**src/rtl/pen_tilt_to_lean_azimuth_core_defines.svh**
```systemverilog
// assertion macros shared by the pen tilt converter
`ifndef PEN_TILT_TO_LEAN_AZIMUTH_CORE_DEFINES_SVH
`define PEN_TILT_TO_LEAN_AZIMUTH_CORE_DEFINES_SVH

// same-cycle implication, clocked on clk_i, off during reset
`define PTLA_ASSERT_IMP(lbl, ante, cons, msg) \
  lbl: assert property (@(posedge clk_i) disable iff (!rst_ni) (ante) |-> (cons)) \
    else $error(msg);

// next-cycle implication, clocked on clk_i, off during reset
`define PTLA_ASSERT_NEXT(lbl, ante, cons, msg) \
  lbl: assert property (@(posedge clk_i) disable iff (!rst_ni) (ante) |=> (cons)) \
    else $error(msg);

`endif

```
**src/rtl/ptla_pkg.sv**
```systemverilog
// shared constants, tables and types of the pen tilt converter
package ptla_pkg;

  localparam int CW            = 34;
  localparam int CORDIC_STAGES = 30;
  localparam int FRONT_STAGES  = 4;
  localparam int LATENCY       = FRONT_STAGES + 3 * CORDIC_STAGES + 5;

  localparam int TILT_LIMIT = 8990;
  localparam int DIV_BASE   = 1125;

  localparam logic [29:0] INV_GAIN  = 30'd652032874;
  localparam logic [31:0] HALF_TURN = 32'h8000_0000;

  // floor(2^59 / 1125) and floor(2^40 / 1125)
  localparam logic [48:0] ANG_RECIP = 49'((64'd1 << 59) / 64'd1125);
  localparam logic [29:0] BAR_RECIP = 30'((64'd1 << 40) / 64'd1125);

  localparam logic [31:0] ATAN [CORDIC_STAGES] = '{
    32'h20000000, 32'h12E4051E, 32'h09FB385B, 32'h051111D4, 32'h028B0D43,
    32'h0145D7E1, 32'h00A2F61E, 32'h00517C55, 32'h0028BE53, 32'h00145F2F,
    32'h000A2F98, 32'h000517CC, 32'h00028BE6, 32'h000145F3, 32'h0000A2FA,
    32'h0000517D, 32'h000028BE, 32'h0000145F, 32'h00000A30, 32'h00000518,
    32'h0000028C, 32'h00000146, 32'h000000A3, 32'h00000051, 32'h00000029,
    32'h00000014, 32'h0000000A, 32'h00000005, 32'h00000003, 32'h00000001
  };

  typedef struct packed {
    logic        upright;
    logic [15:0] barrel;
  } ptla_tag_t;

endpackage

```
**src/rtl/ptla_front.sv**
```systemverilog
// front end: tilt clamp, tilt to angle units, barrel fraction
module ptla_front import ptla_pkg::*; (
  input  logic                 clk_i,
  input  logic                 rst_ni,
  input  logic                 valid_i,
  input  logic signed [14:0]   x_tilt_i,
  input  logic signed [14:0]   y_tilt_i,
  input  logic signed [15:0]   barrel_rotation_i,
  output logic                 valid_o,
  output logic signed [CW-1:0] x_angle_o,
  output logic signed [CW-1:0] y_angle_o,
  output ptla_tag_t            tag_o
);

  logic [FRONT_STAGES-1:0] valid_q;

  // stage 1
  logic signed [14:0] cx, cy;
  logic signed [16:0] bt;
  logic [13:0] mag_x_d, mag_y_d;
  logic [13:0] mag_x_q, mag_y_q;
  logic [3:1]  neg_x_q, neg_y_q, up_q, lo_q, hi_q;
  logic [15:0] bt_q;

  always_comb begin
    cx = x_tilt_i;
    if (x_tilt_i < -15'(TILT_LIMIT)) cx = -15'(TILT_LIMIT);
    else if (x_tilt_i > 15'(TILT_LIMIT)) cx = 15'(TILT_LIMIT);
    cy = y_tilt_i;
    if (y_tilt_i < -15'(TILT_LIMIT)) cy = -15'(TILT_LIMIT);
    else if (y_tilt_i > 15'(TILT_LIMIT)) cy = 15'(TILT_LIMIT);
    mag_x_d = cx[14] ? 14'(-cx) : 14'(cx);
    mag_y_d = cy[14] ? 14'(-cy) : 14'(cy);
    bt      = 17'(barrel_rotation_i) + 17'sd18000;
  end

  // stage 2
  logic [62:0] px, py;
  logic [30:0] q0_x_q, q0_y_q;
  logic [13:0] mag2_x_q, mag2_y_q;
  logic [26:0] nb_q;

  assign px = 63'(mag_x_q) * 63'(ANG_RECIP);
  assign py = 63'(mag_y_q) * 63'(ANG_RECIP);

  // stage 3
  logic [41:0] rx, ry;
  logic [56:0] pb;
  logic [30:0] q_x_q, q_y_q;
  logic [16:0] bq0_q;
  logic [26:0] nb3_q;

  assign rx = {1'b0, mag2_x_q, 27'd0} - 42'(q0_x_q) * 42'(DIV_BASE);
  assign ry = {1'b0, mag2_y_q, 27'd0} - 42'(q0_y_q) * 42'(DIV_BASE);
  assign pb = 57'(nb_q) * 57'(BAR_RECIP);

  // stage 4
  logic [27:0] rb;
  logic [16:0] bq;
  logic signed [CW-1:0] ax, ay;
  logic [15:0] bar;

  always_comb begin
    rb  = 28'(nb3_q) - 28'(bq0_q) * 28'(DIV_BASE);
    bq  = bq0_q + ((rb >= 28'(DIV_BASE)) ? 17'd1 : 17'd0);
    ax  = neg_x_q[3] ? -CW'(q_x_q) : CW'(q_x_q);
    ay  = neg_y_q[3] ? -CW'(q_y_q) : CW'(q_y_q);
    if (lo_q[3])      bar = 16'd0;
    else if (hi_q[3]) bar = 16'hFFFF;
    else              bar = bq[15:0];
  end

  always_ff @(posedge clk_i or negedge rst_ni) begin
    if (!rst_ni) begin
      valid_q <= '0;
    end else begin
      valid_q <= {valid_q[FRONT_STAGES-2:0], valid_i};
    end
  end

  always_ff @(posedge clk_i) begin
    mag_x_q    <= mag_x_d;
    mag_y_q    <= mag_y_d;
    neg_x_q[1] <= cx[14];
    neg_y_q[1] <= cy[14];
    up_q[1]    <= (x_tilt_i == 15'sd0) && (y_tilt_i == 15'sd0);
    lo_q[1]    <= (bt <= 17'sd0);
    hi_q[1]    <= (bt >= 17'sd36000);
    bt_q       <= bt[15:0];

    neg_x_q[3:2] <= neg_x_q[2:1];
    neg_y_q[3:2] <= neg_y_q[2:1];
    up_q[3:2]    <= up_q[2:1];
    lo_q[3:2]    <= lo_q[2:1];
    hi_q[3:2]    <= hi_q[2:1];

    q0_x_q   <= px[62:32];
    q0_y_q   <= py[62:32];
    mag2_x_q <= mag_x_q;
    mag2_y_q <= mag_y_q;
    nb_q     <= 27'((32'(bt_q) * 32'd65535 + 32'd18000) >> 5);

    q_x_q <= q0_x_q + ((rx >= 42'(DIV_BASE)) ? 31'd1 : 31'd0);
    q_y_q <= q0_y_q + ((ry >= 42'(DIV_BASE)) ? 31'd1 : 31'd0);
    bq0_q <= pb[56:40];
    nb3_q <= nb_q;

    x_angle_o      <= ax;
    y_angle_o      <= ay;
    tag_o.upright  <= up_q[3];
    tag_o.barrel   <= bar;
  end

  assign valid_o = valid_q[FRONT_STAGES-1];

endmodule

```
**config.mk**
```make
export PLATFORM = sky130hd
export DESIGN_NAME = ptla_front
export DESIGN_NICKNAME = d
export VERILOG_FILES = /design/src/rtl/pen_tilt_to_lean_azimuth_core_defines.svh /design/src/rtl/ptla_pkg.sv /design/src/rtl/ptla_front.sv
export SDC_FILE = /design/constraint.sdc
export NUM_CORES = 2
export LEC_CHECK = 0
export CAP_MARGIN = 40
export CORE_MARGIN = 4
export CORE_UTILIZATION = 56
export CTS_BUF_LIST = sky130_fd_sc_hd__clkbuf_2
export DETAILED_ROUTE_END_ITERATION = 8
export DONT_BUFFER_PORTS = 1
export GPL_ROUTABILITY_DRIVEN = 0
export PLACE_DENSITY = 0.71
export SYNTH_ARGS = -nofsm -noshare
export SYNTH_HDL_FRONTEND = slang
export SYNTH_SLANG_ARGS = --single-unit
```
**constraint.sdc**
```tcl
create_clock -name clk_i -period 15 [get_ports clk_i]
set_input_delay 1.5 -clock clk_i [delete_from_list [all_inputs] [get_ports clk_i]]
set_output_delay 1.5 -clock clk_i [all_outputs]
set_load 0.01 [all_outputs]
```
==> flow_metrics.tcl <==
set metrics [dict create \
    die_w_um 347 \
    synth_seq_area_share 0.116 \
    crit_path_end_kind "register" \
    groute.usage.overall 0.254 \
    cts_buffer_depth 3 \
    drc_errors 0 \
    critPathBufInv 3 \
    criticalPathCategory "reg2reg" \
    synth_flop_cell "dfxtp_1" \
    final_cells 8242 \
    die_h_um 347 \
    core_um2 113000 \
    synth_top_cell_by_area "fa_1" \
    drv_cap 0 \
    setup_violations 0 \
    htreeDepth 3 \
    synth_edf_count 0 \
    n_fill_cell 9635 \
    avgViaCountPerCell 5.44 \
    synthSimpleGateAreaFrac 0.0665 \
    synthCells 6593 \
    rsz0062_at_grt "false" \
    tightest_slew_ns 0.960 \
    fmax_mhz 121 \
    drt-initial-drc-count 2695 \
    clock_sinks 371 \
    tns_ns 0 \
    synth-async-reset-ratio 0.0108 \
    skew_ns 0.130 \
    multiInputGateArea_um2 49900 \
    insertion_delay_ns 1.28 \
    grt_overflow 0 \
    slowest_delay_ns 0.64 \
    relSlewSlack 0.356 \
    grt_pass1_wl_mm 248 \
    routedWlPerCell_um 18.1 \
    dp_hpwl_mm 128 \
    routed_wl_mm 149 \
    numCtsBuffers 98 \
    seq_area_um2 7450 \
    synthToLayoutAreaGrowth_pct 4.47 \
    cts_tree "yes" \
    yosys-mux-area-fraction 0.00277 \
    synth_common_cells "inv_1 (1,775), ha_1 (1,356), fa_1 (1,004)" \
    synthesis.area_um2 64200 \
    rows 123 \
    dieArea_um2 120000 \
    cp.arrival_ns 9.36 \
    slowest_stage "dfxtp_1" \
    fin_crit_ns 8.24 \
    critPathLaunch "q0_y_q[9]$_DFF_P_" \
    drt-pass1-iter-count 7 \
    crit_fanout 9 \
    synth_adder_area_share 0.577 \
    drive_gt1_frac 0.0352 \
    numPortBuffers 0 \
    cp_data_required_time_ns 16.12 \
    synth_xor_area_frac 0.0427 \
    placed_cells 8067 \
    vias 44900 \
    synth_top_family_by_area "adder cells" \
    ys_types 94 \
    finalHoldViolCount 0 \
    avgSynthCellArea_um2 9.74 \
    hold_path.class "in2reg" \
    r2r-start "q0_y_q[9]$_DFF_P_" \
    crit_family "simple AND/OR/NAND/NOR gates" \
    antenna_found_initial 5 \
    synth_compound_gate_area_share 0.0878 \
    fin_nets 9078 \
    cts_setup_buffers 0 \
    synthTopCellsByArea "fa_1 (31%), ha_1 (26%), dfxtp_1 (11%)" \
    slew_violations 0 \
    status "completed" \
    grt_pass1_vias 47900 \
    root_buffer "clkbuf_2" \
    yosys.area.top_type_share 0.313 \
    cts_resized 0 \
    post-synth-top-count-cell "inv_1" \
    worstHoldStart "barrel_rotation_i[0]" \
    fin_crit_sh 0.549 \
    postRouteAntennaNets 0 \
    yosys_warnings 0 \
    hold_buffers 1 \
    synth_seq_cells 371 \
    grt_max_degree 26 \
    cp-start-kind "register" \
    clk_pin_slew_ns 0.12 \
    synth.net_count 9002 \
    initial_utilization 0.568 \
    io_pins 135 \
]
## worst paths after layout
kind / to / slack, ns / cells past startpoint
worst max-delay path: q_y_q[30]$_DFF_P_ / 6.76 / 30
worst min-delay path: bt_q[0]$_DFF_P_ / 0.24 / 0
worst max register to register: q_y_q[30]$_DFF_P_ / 6.76 / 30
worst min register to register: lo_q[2]$_DFF_P_ / 0.25 / 0
max in group asynchronous: valid_q[1]$_DFF_PN0_ / 14.27 / 1
min in group asynchronous: valid_q[0]$_DFF_PN0_ / 0.57 / 1
## metrics by stage
step	hold slack, ns	util	worst slack [ns]	cell area [µm²]
2_1_floorplan	0.310	-	7.96	64200
3_3_place_gp	0.313	0.584	7.17	66100
3_5_place_dp	0.314	0.585	6.93	66200
4_1_cts	0.0563	0.593	6.88	67100
5_1_grt	0.0769	0.593	6.21	67100
6_report	0.239	0.593	6.76	67100
## sequential cells by signal, summed over array words and instances, names as in the netlist, 17 cells and up
| register | flops |
|---|---|
| x_angle_o | 34 |
| y_angle_o | 34 |
| q_x_q | 31 |
| bq0_q | 17 |
| q0_y_q | 31 |
| nb_q | 27 |
| q0_x_q | 31 |
| nb3_q | 27 |
| q_y_q | 31 |
| tag_o | 17 |
## metal layers
layer | GRT usage | wire, µm | part of all wire | up-vias
met3 | 0.0451 | 9670 | 0.065 | 282
li1 | - | - | - | 21300
met2 | 0.411 | 67500 | 0.45 | 1350
met1 | 0.356 | 67700 | 0.45 | 22000
met5 | 0 | 0 | 0 | -
met4 | 0.0666 | 4000 | 0.027 | 0
## final cells by class
class	count	share of cell area
Clock buffer	127	0.00947
Clock inverter	43	0.00433
Inverter	1775	0.0993
Antenna cell	3	0.000112
Tap cell	1500	0.0280
Sequential cell	371	0.111
Timing Repair Buffer	32	0.00414
Multi-Input combinational cell	4391	0.744
## cell families (layout without fill, tap and decap cells)
logic type,after synthesis,count (layout)
AOI/OAI and AO/OA,842,842
xor gates and xnor gates,313,313
adders and majority gates,2361,2361
buffers and inverters,1831,1977
DFF,371,371
muxes,17,17
other,0,3
and+or+nand+nor,858,858
## cell usage in the layout (no fill, tap or decap), types with 128 or more instances in the layout
cell / instances
nor2_1: 203
a21o_1: 143
clkbuf_2: 128
dfxtp_1: 367
fa_1: 1004
ha_1: 1356
inv_1: 1775
a21oi_1: 223
o21ai_0: 146
nand2_1: 214
xnor2_1: 242
Power is left out: the tool's default activity adds up to more than one toggle a clock period on the data nets, which glitch-free logic cannot reach.
